**src/sv/srcf_pkg.sv**
```systemverilog
`timescale 1ns / 1ps
// ============================================================================
// srcf_pkg: shared definitions for the slice ramp crossfade
// Register indexes, fixed field widths and the operand bundle handed to the
// serial blend unit.
// ============================================================================
package srcf_pkg;

    // Fixed widths of the configuration registers.
    localparam int COUNT_BITS     = 13;
    localparam int RAMP_BITS      = 12;
    localparam int CFG_DATA_BITS  = 13;
    localparam int CFG_INDEX_BITS = 3;

    // Defaults for the top-level parameters.
    localparam int DEFAULT_DIM_BITS    = 12;
    localparam int DEFAULT_SAMPLE_BITS = 16;

    // Configuration register indexes.
    typedef enum logic [CFG_INDEX_BITS-1:0] {
        CFG_SLICE_COUNT = 3'd0,
        CFG_ROW_COUNT   = 3'd1,
        CFG_ROW_LENGTH  = 3'd2,
        CFG_RAMP_START  = 3'd3,
        CFG_RAMP_END    = 3'd4
    } cfg_reg_t;

    // Ramp operands: weight of the first sample (h - n), weight of the
    // second sample (m - h) and the divisor (m - n).
    typedef struct packed {
        logic [RAMP_BITS-1:0] up_weight;
        logic [RAMP_BITS-1:0] down_weight;
        logic [RAMP_BITS-1:0] divisor;
    } blend_op_t;

endpackage

```
**src/sv/srcf_blend_unit.sv**
```systemverilog
`timescale 1ns / 1ps
// ============================================================================
// srcf_blend_unit: bit-serial weighted blend and restoring division
// Forms (h-n)*first + (m-h)*second one weight bit per cycle, MSB first, and
// then divides by (m-n) one quotient bit per cycle in the same register.
// ============================================================================
module srcf_blend_unit #(
    parameter int SAMPLE_BITS = srcf_pkg::DEFAULT_SAMPLE_BITS
) (
    input  logic                    aclk,
    input  logic                    aresetn,
    input  logic                    start,
    input  srcf_pkg::blend_op_t     op,
    input  logic [SAMPLE_BITS-1:0]  first_sample,
    input  logic [SAMPLE_BITS-1:0]  second_sample,
    output logic                    done,
    output logic [SAMPLE_BITS-1:0]  quotient
);

    localparam int RB        = srcf_pkg::RAMP_BITS;
    localparam int ACC_BITS  = RB + SAMPLE_BITS;
    localparam int STEPS     = (SAMPLE_BITS > RB) ? SAMPLE_BITS : RB;
    localparam int CNT_BITS  = $clog2(STEPS);

    typedef enum logic [1:0] {
        U_IDLE,
        U_MUL,
        U_DIV
    } unit_state_t;

    unit_state_t            state_reg;
    logic [CNT_BITS-1:0]    count_reg;
    logic [SAMPLE_BITS-1:0] a_reg;
    logic [SAMPLE_BITS-1:0] b_reg;
    logic [RB-1:0]          u_reg;
    logic [RB-1:0]          v_reg;
    logic [RB-1:0]          d_reg;
    logic [ACC_BITS-1:0]    acc_reg;
    logic                   done_reg;

    logic [ACC_BITS-1:0]    mul_next;
    logic [RB:0]            div_top;
    logic [RB:0]            div_trial;
    logic [ACC_BITS-1:0]    div_next;

    // One Horner step of the weighted sum: double and add the selected samples.
    always_comb begin
        mul_next = {acc_reg[ACC_BITS-2:0], 1'b0}
                 + (u_reg[RB-1] ? ACC_BITS'(a_reg) : '0)
                 + (v_reg[RB-1] ? ACC_BITS'(b_reg) : '0);
    end

    // One restoring division step. The upper part of the accumulator holds
    // the partial remainder, which always stays below the divisor; the lower
    // part shifts out dividend bits and takes in quotient bits.
    always_comb begin
        div_top   = {acc_reg[ACC_BITS-1:SAMPLE_BITS], acc_reg[SAMPLE_BITS-1]};
        div_trial = div_top - {1'b0, d_reg};
        if (!div_trial[RB]) begin
            div_next = {div_trial[RB-1:0], acc_reg[SAMPLE_BITS-2:0], 1'b1};
        end else begin
            div_next = {div_top[RB-1:0], acc_reg[SAMPLE_BITS-2:0], 1'b0};
        end
    end

    // Sequencer: multiply phase, then divide phase, then a done pulse.
    always_ff @(posedge aclk) begin
        if (!aresetn) begin
            state_reg <= U_IDLE;
            count_reg <= '0;
            done_reg  <= 1'b0;
        end else begin
            done_reg <= 1'b0;
            unique case (state_reg)
                U_IDLE: begin
                    if (start) begin
                        a_reg     <= first_sample;
                        b_reg     <= second_sample;
                        u_reg     <= op.up_weight;
                        v_reg     <= op.down_weight;
                        d_reg     <= op.divisor;
                        acc_reg   <= '0;
                        count_reg <= CNT_BITS'(RB - 1);
                        state_reg <= U_MUL;
                    end
                end
                U_MUL: begin
                    acc_reg <= mul_next;
                    u_reg   <= {u_reg[RB-2:0], 1'b0};
                    v_reg   <= {v_reg[RB-2:0], 1'b0};
                    if (count_reg == '0) begin
                        count_reg <= CNT_BITS'(SAMPLE_BITS - 1);
                        state_reg <= U_DIV;
                    end else begin
                        count_reg <= count_reg - CNT_BITS'(1);
                    end
                end
                U_DIV: begin
                    acc_reg <= div_next;
                    if (count_reg == '0) begin
                        done_reg  <= 1'b1;
                        state_reg <= U_IDLE;
                    end else begin
                        count_reg <= count_reg - CNT_BITS'(1);
                    end
                end
                default: begin
                    state_reg <= U_IDLE;
                end
            endcase
        end
    end

    assign done     = done_reg;
    assign quotient = acc_reg[SAMPLE_BITS-1:0];

endmodule

```
**src/sv/slice_ramp_crossfade.sv**
```systemverilog
`timescale 1ns / 1ps
// ============================================================================
// slice_ramp_crossfade: linear crossfade of two volumes along the slices
// Tracks the raster position of each voxel pair, selects or blends the two
// samples by slice index and flags the last voxel of the volume.
// ============================================================================
//
//  Channel  Direction  Handshake          Content
//  s_       in         s_valid / s_ready  first_sample, second_sample
//  m_       out        m_valid / m_ready  blended_sample, last_voxel
//  cfg_     in         cfg_we             cfg_index, cfg_data
//
// An item on the ramp passes through the bit-serial multiply and the
// restoring divider in the blend unit; an item outside the ramp
// bypasses the blend unit.
// One item is in work at a time; s_ready is high while the block is idle.
// A finished result waits in the output register, so the next item may be
// taken while m_ready is low. Reset is synchronous and active low; it
// restores the register defaults and the raster position to zero.
//
module slice_ramp_crossfade #(
    parameter int DIM_BITS    = srcf_pkg::DEFAULT_DIM_BITS,
    parameter int SAMPLE_BITS = srcf_pkg::DEFAULT_SAMPLE_BITS
) (
    input  logic                                aclk,
    input  logic                                aresetn,
    // Configuration port
    input  logic                                cfg_we,
    input  logic [srcf_pkg::CFG_INDEX_BITS-1:0] cfg_index,
    input  logic [srcf_pkg::CFG_DATA_BITS-1:0]  cfg_data,
    // Input channel
    input  logic                                s_valid,
    output logic                                s_ready,
    input  logic [SAMPLE_BITS-1:0]              s_first_sample,
    input  logic [SAMPLE_BITS-1:0]              s_second_sample,
    // Result channel
    output logic                                m_valid,
    input  logic                                m_ready,
    output logic [SAMPLE_BITS-1:0]              m_blended_sample,
    output logic                                m_last_voxel
);

    localparam int CB       = srcf_pkg::COUNT_BITS;
    localparam int RB       = srcf_pkg::RAMP_BITS;
    localparam int CMP_BITS = (DIM_BITS + 1 > CB) ? DIM_BITS + 1 : CB;
    localparam int POS_BITS = (DIM_BITS > RB) ? DIM_BITS : RB;

    typedef enum logic [1:0] {
        T_IDLE,
        T_BUSY,
        T_HOLD
    } top_state_t;

    // Configuration registers.
    logic [CB-1:0] slice_count_reg;
    logic [CB-1:0] row_count_reg;
    logic [CB-1:0] row_length_reg;
    logic [RB-1:0] ramp_start_reg;
    logic [RB-1:0] ramp_end_reg;

    // Raster position of the next voxel.
    logic [DIM_BITS-1:0] sample_index_reg;
    logic [DIM_BITS-1:0] row_index_reg;
    logic [DIM_BITS-1:0] slice_index_reg;

    top_state_t             state_reg;
    logic                   use_unit_reg;
    logic [SAMPLE_BITS-1:0] hold_value_reg;
    logic                   hold_last_reg;
    logic                   m_valid_reg;
    logic [SAMPLE_BITS-1:0] m_blended_reg;
    logic                   m_last_reg;

    logic                   accept;
    logic                   s_end;
    logic                   r_end;
    logic                   h_end;
    logic [POS_BITS-1:0]    h_pos;
    logic [POS_BITS-1:0]    n_pos;
    logic [POS_BITS-1:0]    m_pos;
    logic                   below_ramp;
    logic                   above_ramp;
    logic                   out_free;
    srcf_pkg::blend_op_t    blend_op;
    logic                   unit_done;
    logic [SAMPLE_BITS-1:0] unit_quotient;

    // True when idx is the last index of a dimension holding cnt entries.
    // A zero count acts as one; the all-ones index always ends the dimension.
    function automatic logic at_end(input logic [DIM_BITS-1:0] idx,
                                    input logic [CB-1:0] cnt);
        logic [CMP_BITS-1:0] next_idx;
        next_idx = CMP_BITS'(idx) + CMP_BITS'(1);
        return (idx == {DIM_BITS{1'b1}}) || (next_idx >= CMP_BITS'(cnt));
    endfunction

    assign accept   = s_valid && (state_reg == T_IDLE);
    assign out_free = !m_valid_reg || m_ready;

    // Position tests for the item being offered.
    always_comb begin
        s_end = at_end(sample_index_reg, row_length_reg);
        r_end = at_end(row_index_reg, row_count_reg);
        h_end = at_end(slice_index_reg, slice_count_reg);
    end

    // Ramp selection. The lower end is tested first, so an empty or inverted
    // ramp gives the second sample at or below ramp_start and the first above.
    always_comb begin
        h_pos      = POS_BITS'(slice_index_reg);
        n_pos      = POS_BITS'(ramp_start_reg);
        m_pos      = POS_BITS'(ramp_end_reg);
        below_ramp = (h_pos <= n_pos);
        above_ramp = (h_pos >= m_pos);
        blend_op.up_weight   = h_pos[RB-1:0] - ramp_start_reg;
        blend_op.down_weight = ramp_end_reg - h_pos[RB-1:0];
        blend_op.divisor     = ramp_end_reg - ramp_start_reg;
    end

    srcf_blend_unit #(
        .SAMPLE_BITS (SAMPLE_BITS)
    ) u_blend (
        .aclk          (aclk),
        .aresetn       (aresetn),
        .start         (accept && !below_ramp && !above_ramp),
        .op            (blend_op),
        .first_sample  (s_first_sample),
        .second_sample (s_second_sample),
        .done          (unit_done),
        .quotient      (unit_quotient)
    );

    // Configuration writes; indexes beyond the list are ignored.
    always_ff @(posedge aclk) begin
        if (!aresetn) begin
            slice_count_reg <= CB'(1);
            row_count_reg   <= CB'(1);
            row_length_reg  <= CB'(1);
            ramp_start_reg  <= '0;
            ramp_end_reg    <= '0;
        end else if (cfg_we) begin
            unique case (cfg_index)
                srcf_pkg::CFG_SLICE_COUNT: slice_count_reg <= cfg_data[CB-1:0];
                srcf_pkg::CFG_ROW_COUNT:   row_count_reg   <= cfg_data[CB-1:0];
                srcf_pkg::CFG_ROW_LENGTH:  row_length_reg  <= cfg_data[CB-1:0];
                srcf_pkg::CFG_RAMP_START:  ramp_start_reg  <= cfg_data[RB-1:0];
                srcf_pkg::CFG_RAMP_END:    ramp_end_reg    <= cfg_data[RB-1:0];
                default: ;
            endcase
        end
    end

    // Raster position: advances on every accepted item and carries from the
    // sample index to the row index to the slice index.
    always_ff @(posedge aclk) begin
        if (!aresetn) begin
            sample_index_reg <= '0;
            row_index_reg    <= '0;
            slice_index_reg  <= '0;
        end else if (accept) begin
            if (!s_end) begin
                sample_index_reg <= sample_index_reg + DIM_BITS'(1);
            end else begin
                sample_index_reg <= '0;
                if (!r_end) begin
                    row_index_reg <= row_index_reg + DIM_BITS'(1);
                end else begin
                    row_index_reg <= '0;
                    if (!h_end) begin
                        slice_index_reg <= slice_index_reg + DIM_BITS'(1);
                    end else begin
                        slice_index_reg <= '0;
                    end
                end
            end
        end
    end

    // Item control and output register. In the hold state a result taken
    // from the output register is replaced by the waiting one.
    always_ff @(posedge aclk) begin
        if (!aresetn) begin
            state_reg   <= T_IDLE;
            m_valid_reg <= 1'b0;
        end else begin
            if (m_valid_reg && m_ready && (state_reg != T_HOLD)) begin
                m_valid_reg <= 1'b0;
            end
            unique case (state_reg)
                T_IDLE: begin
                    if (accept) begin
                        hold_last_reg  <= s_end && r_end && h_end;
                        hold_value_reg <= below_ramp ? s_second_sample
                                                     : s_first_sample;
                        if (below_ramp || above_ramp) begin
                            use_unit_reg <= 1'b0;
                            state_reg    <= T_HOLD;
                        end else begin
                            use_unit_reg <= 1'b1;
                            state_reg    <= T_BUSY;
                        end
                    end
                end
                T_BUSY: begin
                    if (unit_done) begin
                        state_reg <= T_HOLD;
                    end
                end
                T_HOLD: begin
                    if (out_free) begin
                        m_blended_reg <= use_unit_reg ? unit_quotient : hold_value_reg;
                        m_last_reg    <= hold_last_reg;
                        m_valid_reg   <= 1'b1;
                        state_reg     <= T_IDLE;
                    end
                end
                default: begin
                    state_reg <= T_IDLE;
                end
            endcase
        end
    end

    assign s_ready          = (state_reg == T_IDLE);
    assign m_valid          = m_valid_reg;
    assign m_blended_sample = m_blended_reg;
    assign m_last_voxel     = m_last_reg;

endmodule

```
**config.mk**
```make
export PLATFORM = sky130hd
export DESIGN_NAME = slice_ramp_crossfade
export DESIGN_NICKNAME = d
export VERILOG_FILES = /design/src/sv/srcf_pkg.sv /design/src/sv/srcf_blend_unit.sv /design/src/sv/slice_ramp_crossfade.sv
export SDC_FILE = /design/constraint.sdc
export NUM_CORES = 1
export LEC_CHECK = 0
export ABC_AREA = 1
export BUFFER_PORTS_ARGS = -buffer_cell sky130_fd_sc_hd__buf_2
export CORE_UTILIZATION = 55
export DETAILED_ROUTE_END_ITERATION = 10
export HOLD_SLACK_MARGIN = 0.1
export PLACE_DENSITY = 0.73
export SLEW_MARGIN = 25
export SYNTH_ARGS = -nofsm -noshare
export SYNTH_HDL_FRONTEND = slang
export SYNTH_SLANG_ARGS = --single-unit
export TNS_END_PERCENT = 100
```
**constraint.sdc**
```tcl
create_clock -name aclk -period 4.6 [get_ports aclk]
set_input_delay 0.23 -clock aclk [delete_from_list [all_inputs] [get_ports aclk]]
set_output_delay 0.23 -clock aclk [all_outputs]
set_load 0.01 [all_outputs]
```
# Yosys cells after proc, flatten, opt, wreduce, memory -nomap -nowiden
# Cells that the tools add are included.
# W data, S select, Z words.
[op_classes]
addsub = 13
n_lt_le_gt_ge = 5
n_eq_ne = 19
muxes = 32
n_reduce_logical = 37
[op_table]
columns = ["operator", "n"]
rows = [
  ["$pmux W28 S3", 1],
  ["$mux W16", 4],
  ["$mux W12", 5],
  ["$add A28 B28 Y28", 2],
  ["$mux W28", 2],
  ["$pmux W12 S2", 2],
  ["$add A12 B1 Y13 const B", 3],
  ["$ge A13 B13 Y1", 3],
  ["$add A12 B1 Y12 const B", 3],
  ["$eq A12 B12 Y1 const B", 3],
  ["$sub A12 B12 Y12", 3],
  ["$reduce_and A3 Y1", 9],
  ["$mux W2", 7],
  ["$reduce_and A2 Y1", 7],
  ["$sub A13 B12 Y13", 1],
  ["$ge A12 B12 Y1", 1],
  ["$le A12 B12 Y1", 1],
  ["$mux W4", 3],
  ["$pmux W2 S3", 2],
  ["$pmux W4 S3", 1],
  ["$ne A2 B1 Y1 const B", 5],
  ["$logic_and A1 B1 Y1", 7],
  ["$eq A3 B2 Y1 const B", 2],
  ["$ne A2 B2 Y1 const B", 3],
  ["other kinds (13)", 26],
]
[totals]
ff_bits = 240
input_bits = 53
wordCells = 130

# Logic depth before layout (Yosys ltp)
# Gate-level depths: netlist of run 1.
[logic_depth]
depth_word = 6
mapped_depth = 19

# Hierarchy
# A second synthesis of run 1 with hierarchy kept.
[hier_totals]
cells_unflattened = 2074
area_unflattened_um2 = 15710.1
[by_module_without_submodules]
columns = ["module", "instances", "cells_each", "area_per_inst_um2", "seq_area_each_um2"]
rows = [
  ["slice_ramp_crossfade", 1, 1125, 8488.1, 3093.0],
  ["srcf_blend_unit", 1, 949, 7221.9, 3022.9],
]

# Least setup slack after synthesis of run 1
# Ideal clock, no wire load.
[synth_path]
path_kind = "register -> register"
startpoint = "reg slice_index_reg[0], in the netlist h_pos[0]"
endpoint = "reg u_blend.a_reg[0], enable pin"
setup_ps = 473
t_arrival_ps = 4078
required_time_ps = 4127
path_slack_ps = 49
stages_incl_launch_ff = 11
n_path_buf = 0
period_less_slack_ps = 4551
path_cell_list = "dfxtp_1 inv_1 ha_1 fa_1 inv_1 nand3_1 nand2_1 nand2_1 nand3_1 nand3_1 nor4_2"
[synth_via]
elab_chain_len = 5
word_cells_on_any_way = 7
[synth_rtl]
columns = ["element", "line", "rtl"]
rows = [
  ["from (decl)", "slice_ramp_crossfade.sv:64", "logic [DIM_BITS-1:0] slice_index_reg;"],
  ["from (signal assigned)", "slice_ramp_crossfade.sv:170", "slice_index_reg <= slice_index_reg + DIM_BITS'(1);"],
  ["$le A12 B12 Y1", "slice_ramp_crossfade.sv:113", "below_ramp = (h_pos <= n_pos);"],
  ["$logic_not A1 Y1", "slice_ramp_crossfade.sv:125", ".start (accept && !below_ramp && !above_ramp),"],
  ["$logic_and A1 B1 Y1", "slice_ramp_crossfade.sv:125", ""],
  ["$logic_and A1 B1 Y1 *", "slice_ramp_crossfade.sv:125", ""],
  ["$reduce_and A3 Y1 (no line) *", "-", ""],
  ["to (signal assigned)", "srcf_blend_unit.sv:77", "a_reg <= first_sample;"],
  ["to (decl)", "srcf_blend_unit.sv:33", "logic [SAMPLE_BITS-1:0] a_reg;"],
]
# Mark *: on every way between the ends. The rest lies on a longest branch, timed or not.
# A chain may end at the register's enable or synchronous reset.

# Worst setup path in the final report of run 1
[layout_path]
startpoint = "reg u_blend.v_reg[11]"
endpoint = "reg u_blend.acc_reg[27], data pin"
[layout_via]
elab_chain_len = 3
[layout_rtl]
columns = ["element", "line", "rtl"]
rows = [
  ["from (decl)", "srcf_blend_unit.sv:36", "logic [RB-1:0] v_reg;"],
  ["from (signal assigned)", "srcf_blend_unit.sv:80", "v_reg <= op.down_weight;"],
  ["from (signal assigned)", "srcf_blend_unit.sv:90", "v_reg <= {v_reg[RB-2:0], 1'b0};"],
  ["$mux W16", "srcf_blend_unit.sv:50", "+ (v_reg[RB-1] ? ACC_BITS'(b_reg) : '0);"],
  ["$add A28 B28 Y28", "srcf_blend_unit.sv:50", ""],
  ["$pmux W28 S3", "srcf_blend_unit.sv:74", "unique case (state_reg)"],
  ["to (signal assigned)", "srcf_blend_unit.sv:88", "acc_reg <= mul_next;"],
  ["to (signal assigned)", "srcf_blend_unit.sv:99", "acc_reg <= div_next;"],
  ["to (decl)", "srcf_blend_unit.sv:38", "logic [ACC_BITS-1:0] acc_reg;"],
]
# No other way between the ends.

==> flow_metrics.env, run 1 <==
export IMPL_wl_per_cell_um=15.9
export IMPL_nNetsFinal=2215
export IMPL_synth_top_area_share=0.261
export IMPL_synth_main_ff_cell="edfxtp_1"
export IMPL_grt_usage=0.273
export IMPL_min_period_over_period=0.764
export IMPL_antennaDiodeCount=0
export IMPL_wl_mm=38.1
export IMPL_io_buffer_count=71
export IMPL_dp_cells=2299
export IMPL_hpwl_mm=27.9
export IMPL_hold_class="primary input to flip-flop"
export IMPL_avgSynthCellArea_um2=7.83
export IMPL_drc=0
export IMPL_top_level_ports=72
export IMPL_grt_overflow=0
export IMPL_synth_area_top_cells="edfxtp_1 (26%), dfxtp_1 (14%), nand2_1 (10%)"
export IMPL_fin_tns_setup_ps=0
export IMPL_slew_viol_final=0
export IMPL_drive_gt1_frac=0.0810
export IMPL_cp_arrival_ps=3770
export IMPL_cap_viol_max_count=0
export IMPL_slew_headroom=0.389
export IMPL_peakVddDrop_mv=0.375
export IMPL_synth_cells=1927
export IMPL_netlist_area_um2=15100
export IMPL_yosys_warnings=0
export IMPL_synth_most_common_cell="nand2_1"
export IMPL_row_count=60
export IMPL_clockRootBuffer="clkbuf_16"
export IMPL_die_y_um=168
export IMPL_drtPass1Iterations=7
export IMPL_post_cts_buffers=0
export IMPL_grt_max_degree=93
export IMPL_start_util=0.560
export IMPL_drt_vias_per_instance=5.49
export IMPL_core_um2=27000
export IMPL_r2r_cells=15
export IMPL_status="complete, no violations"
export IMPL_syn_to_final_growth_pct=13.7
export IMPL_hold_path_depth=3
export IMPL_syn_nets=2112
export IMPL_drt_iter0_markers=1015
export IMPL_insertion_delay_ps=550
export IMPL_r2r_slack_ps=1090
export IMPL_cts_made_buffers=27
export IMPL_min_to="m_pos[2]"
export IMPL_hold_start="cfg_data[2]"
export IMPL_fin_util=0.637
export IMPL_dieArea_um2=28100
export IMPL_clkTransAtPathRegs_ps=60
export IMPL_crit_type="flip-flop to flip-flop"
export IMPL_critPathCaptureType="flip-flop"
export IMPL_yosys_area_top_type="edfxtp_1"
export IMPL_synth_seq_area_share=0.405
export IMPL_power_density_nw_per_um2=614
export IMPL_routabilityCongestion=0.949
export IMPL_hold_viol_final=0
export IMPL_critPathRequiredTime_ps=4850
export IMPL_critical_path_peak_fanout=16
export IMPL_synth_edf_count=131
export IMPL_largest_reg_flops=28
export IMPL_grt_pass1_wl_mm=62.2
export IMPL_grt_setup_unrepaired="no"
export IMPL_cts_sinks=240
export IMPL_reg2reg_to="u_blend.acc_reg[27]"
export IMPL_async_flop_share=0
export IMPL_worst_r2r_startpoint="u_blend.v_reg[11]"
export IMPL_antenna_found_initial=0
export IMPL_hold_buffers=42
export IMPL_clk_path_buf_depth=3
export IMPL_ys_ff_latch=240
export IMPL_period_needed_ps=3510
export IMPL_h_tree_depth=1
export IMPL_crit_path_start_kind="flip-flop"
export IMPL_setup_viol_count_final=0
export IMPL_tritoncts="yes"
export IMPL_grt_pass1_vias=12700
export IMPL_cts_resized=0
export IMPL_finalNonFillerCells=2390
export IMPL_leakage_nw=7.67
export IMPL_worstMarginPinSlew_ps=913
export IMPL_finalClockSkew_ps=25.0
export IMPL_ant_nets=0
export IMPL_total_power_mw=10.5
export IMPL_fmax_mhz=285
export IMPL_die_x_um=168
export IMPL_synth_common_cells="nand2_1 (422), inv_1 (277), a21oi_1 (200), nor2_1 (173), edfxtp_1 (131)"
export IMPL_synth_cell_types=49
export IMPL_vias=13100
-- cell type report --
| class | count | area [µm²] |
|---|---|---|
| clock buffers | 29 | 683 |
| clock inverters | 19 | 272 |
| fillers | 2312 | 9780 |
| inverters | 280 | 1050 |
| multi-input cells | 1357 | 7750 |
| flip-flops and latches | 240 | 6120 |
| well taps | 341 | 427 |
| repair buffers | 124 | 866 |
-- how the worst max path moves through the flow --
stage               slack (ps)             endpoint               from  depth (start not counted)
CTS                       1140  u_blend.acc_reg[27]  u_blend.u_reg[11]                         15
global placement          1290        hold_last_reg           h_pos[1]                         16
detailed placement        1180  u_blend.acc_reg[27]  u_blend.u_reg[11]                         15
finish                    1090  u_blend.acc_reg[27]  u_blend.v_reg[11]                         15
global route               870        hold_last_reg           h_pos[1]                         16
floorplan                   50     u_blend.a_reg[0]           h_pos[0]                         10
-- report_power, final --
part	total [mW]	switching [mW]	leakage, nW	internal [mW]
logic	5.04	3.30	5.12	1.74
clock network	2.35	0.891	0.463	1.46
registers	3.15	0.267	2.09	2.88
total	10.5	4.46	7.67	6.09
-- through the flow --
| step | instance area (µm²) | hold slack, ps | setup WS (ps) |
|---|---|---|---|
| after floorplan | 15100 | 329 | 49.2 |
| after global placement | 15800 | 423 | 1290 |
| after detailed placement | 15800 | 426 | 1180 |
| after CTS | 17200 | 101 | 1140 |
| after global routing | 17200 | 121 | 866 |
| final | 17200 | 100 | 1090 |
-- cells by family (layout without fill, tap and decap cells) --
group           count (synthesis)  count (layout)  share of synthesized area
fa+ha+maj                     132             132                      0.119
flops                         240             240                      0.405
buf+inv                       330             452                     0.0834
compound gates                354             354                      0.122
mux                            17              17                     0.0127
simple gates                  802             802                      0.227
xor+xnor                       52              52                     0.0302
-- layout by cell type, fill, tap and decap left out, types with 71 or more instances in the layout --
cell and instances:
nand3_1 125, dfxtp_1 109, inv_1 277, nand2_1 422
ha_1 111, o21ai_0 130, nor2_1 173, edfxtp_1 131
a21oi_1 200, buf_2 71
-- routing by layer --
layer  up-vias  GRT usage  routed length (µm)
li1       6588          -                   -
met1      6077      0.347               16500
met2       362      0.480               18500
met3        89     0.0300                1780
met4         0     0.0969                1280
met5         -          0                   0
-- worst max-delay path: stages, from the launching register on --
cell and delay [ps]:
edfxtp_1 850, nand2_1 150, fa_1 520, inv_1 40, ha_1 220, fa_1 410, nand3_1 100, nand2_1 100
nand2_1 80, nand2_1 140, nand2_1 100, nand2_1 140, nand2_1 130, nand3_1 90, nand3_1 90, a21oi_1 70
Power figures use the tool's default switching activity.
==> inputs of run 2 (changes only) <==
--- a/config.mk
+++ b/config.mk
@@ -10,7 +10,7 @@
 export CORE_UTILIZATION = 55
 export DETAILED_ROUTE_END_ITERATION = 10
 export HOLD_SLACK_MARGIN = 0.1
-export PLACE_DENSITY = 0.73
+export PLACE_DENSITY = 0.71
 export SLEW_MARGIN = 25
 export SYNTH_ARGS = -nofsm -noshare
 export SYNTH_HDL_FRONTEND = slang
==> constraint.sdc (replaced) <==
create_clock -name aclk -period 3.33 [get_ports aclk]
set_input_delay 0.1665 -clock aclk [delete_from_list [all_inputs] [get_ports aclk]]
set_output_delay 0.1665 -clock aclk [all_outputs]
set_load 0.01 [all_outputs]
==> run 2 against run 1 <==
Against the previous run:
- non-clock buffer count up 20
- clock power rose by 22%
- first-iteration DRC count down 11%
- global-route usage increased by 0.19 points
- setup slack lost 770 ps
- largest power group unchanged
==> flow_metrics.env, run 2 (synthesized netlist as in run 1, its figures left out) <==
export IMPL_io_buffer_count=71
export IMPL_grt_overflow=0
export IMPL_finalClockSkew_ps=28.2
export IMPL_fin_tns_setup_ps=0
export IMPL_dieArea_um2=28100
export IMPL_peakVddDrop_mv=0.620
export IMPL_drc=0
export IMPL_finalHoldWorstSlack_ps=124
export IMPL_antenna_found_initial=0
export IMPL_hold_class="primary input to flip-flop"
export IMPL_mostFrequentLayoutCells="nand2_1 (420), inv_1 (275), a21oi_1 (200)"
export IMPL_hold_viol_final=0
export IMPL_largest_reg_flops=28
export IMPL_antennaDiodeCount=0
export IMPL_wl_per_cell_um=15.9
export IMPL_final_common_cell="nand2_1"
export IMPL_drive_gt1_frac=0.0919
export IMPL_fmax_mhz=331
export IMPL_wl_mm=38.4
export IMPL_leakage_nw=7.73
export IMPL_period_needed_ps=3020
export IMPL_nNetsFinal=2235
export IMPL_syn_to_final_growth_pct=14.6
export IMPL_top_level_ports=72
export IMPL_cts_made_buffers=27
export IMPL_critPathCaptureType="flip-flop"
export IMPL_finalNonFillerCells=2409
export IMPL_grt_setup_unrepaired="no"
export IMPL_critical_path_peak_fanout=14
export IMPL_die_y_um=168
export IMPL_worstMarginPinSlew_ps=1000
export IMPL_drt_iter0_markers=908
export IMPL_grt_max_degree=92
export IMPL_setup_viol_count_final=0
export IMPL_routabilityCongestion=0.935
export IMPL_grt_pass1_vias=12800
export IMPL_insertion_delay_ps=550
export IMPL_slew_headroom=0.332
export IMPL_cp_arrival_ps=3280
export IMPL_total_power_mw=14.4
export IMPL_core_um2=27000
export IMPL_drt_vias_per_instance=5.42
export IMPL_clk_path_buf_depth=3
export IMPL_die_x_um=168
export IMPL_crit_path_start_kind="flip-flop"
export IMPL_h_tree_depth=1
export IMPL_grt_usage=0.275
export IMPL_min_period_over_period=0.907
export IMPL_ant_nets=0
export IMPL_hpwl_mm=27.9
export IMPL_clkTransAtPathRegs_ps=60
export IMPL_drtPass1Iterations=8
export IMPL_crit_type="flip-flop to flip-flop"
export IMPL_critPathRequiredTime_ps=3590
export IMPL_dp_cells=2312
export IMPL_tritoncts="yes"
export IMPL_cts_sinks=240
export IMPL_cap_viol_max_count=0
export IMPL_start_util=0.560
export IMPL_power_density_nw_per_um2=833
export IMPL_grt_pass1_wl_mm=61.9
export IMPL_row_count=60
export IMPL_status="complete, no violations"
export IMPL_clockRootBuffer="clkbuf_16"
export IMPL_slew_viol_final=0
export IMPL_vias=13100
[run 2: cell types whose count changed in the layout (fill, tap and decap cells not counted), sizes merged]
cell | before | now
buf | 82 | 94
dlygate4sd3 | 42 | 50
clkbuf | 29 | 36
bufinv | 7 | 1
clkinv | 13 | 11
[run 2: per-layer routing]
metal,GRT usage,up-vias,routed length (µm)
met3,0.0347,86,1880
met5,0,-,0
met4,0.101,0,1360
li1,-,6637,-
met2,0.493,325,18900
met1,0.337,6007,16200
[run 2: final cells by class]
class,count,area [µm²]
well taps,341,427
clock buffers,36,761
clock inverters,11,86.3
flip-flops and latches,240,6120
inverters,280,1050
fillers,2270,9660
repair buffers,144,1050
multi-input cells,1357,7800
[run 2: final timing paths]
| kind | startpoint | to | slack (ps) | cells past startpoint |
|---|---|---|---|---|
| hold reg to reg | row_length_reg[5] | row_length_reg[5] | 460 | 2 |
| hold / removal | s_valid | sample_index_reg[4] | 120 | 5 |
| setup / recovery | u_blend.u_reg[11] | u_blend.acc_reg[25] | 310 | 14 |
| setup reg to reg | u_blend.u_reg[11] | u_blend.acc_reg[25] | 310 | 14 |
[run 2: report_power, final]
part	internal, mW	switching [mW]	leakage [nW]
Sequential	3.99	0.326	2.09
Clock	1.67	1.20	0.424
Combinational	2.58	4.64	5.22
Total	8.24	6.17	7.73
[run 2: metrics by stage]
stage / setup WS, ps / utilization / instance area [µm²]
after floorplan: 11.6 / - / 15100
after global placement: 296 / 0.592 / 15900
after detailed placement: 277 / 0.592 / 15900
after CTS: 247 / 0.642 / 17300
after global routing: 76.6 / 0.642 / 17300
final: 311 / 0.642 / 17300
[run 2: timing repair]
action / in CTS / in global routing
endpoints found under the hold margin: 111 / 0
setup endpoints to repair: 0 / 6
setup buffers: 0 / 0
gates resized for setup: 0 / 1
hold buffers: 50 / 0
[run 2: critical path, stage by stage, from the launching register on]
cell      delay [ps]
edfxtp_1         360
buf_4            210
nand2_1          110
fa_1             510
inv_1             50
ha_1             370
nand2_1          130
o21ai_0          340
nand2_1          100
nand2_1          100
inv_1             60
nand2_1          120
nand3_1           90
nand3_1          100
a21oi_1           70
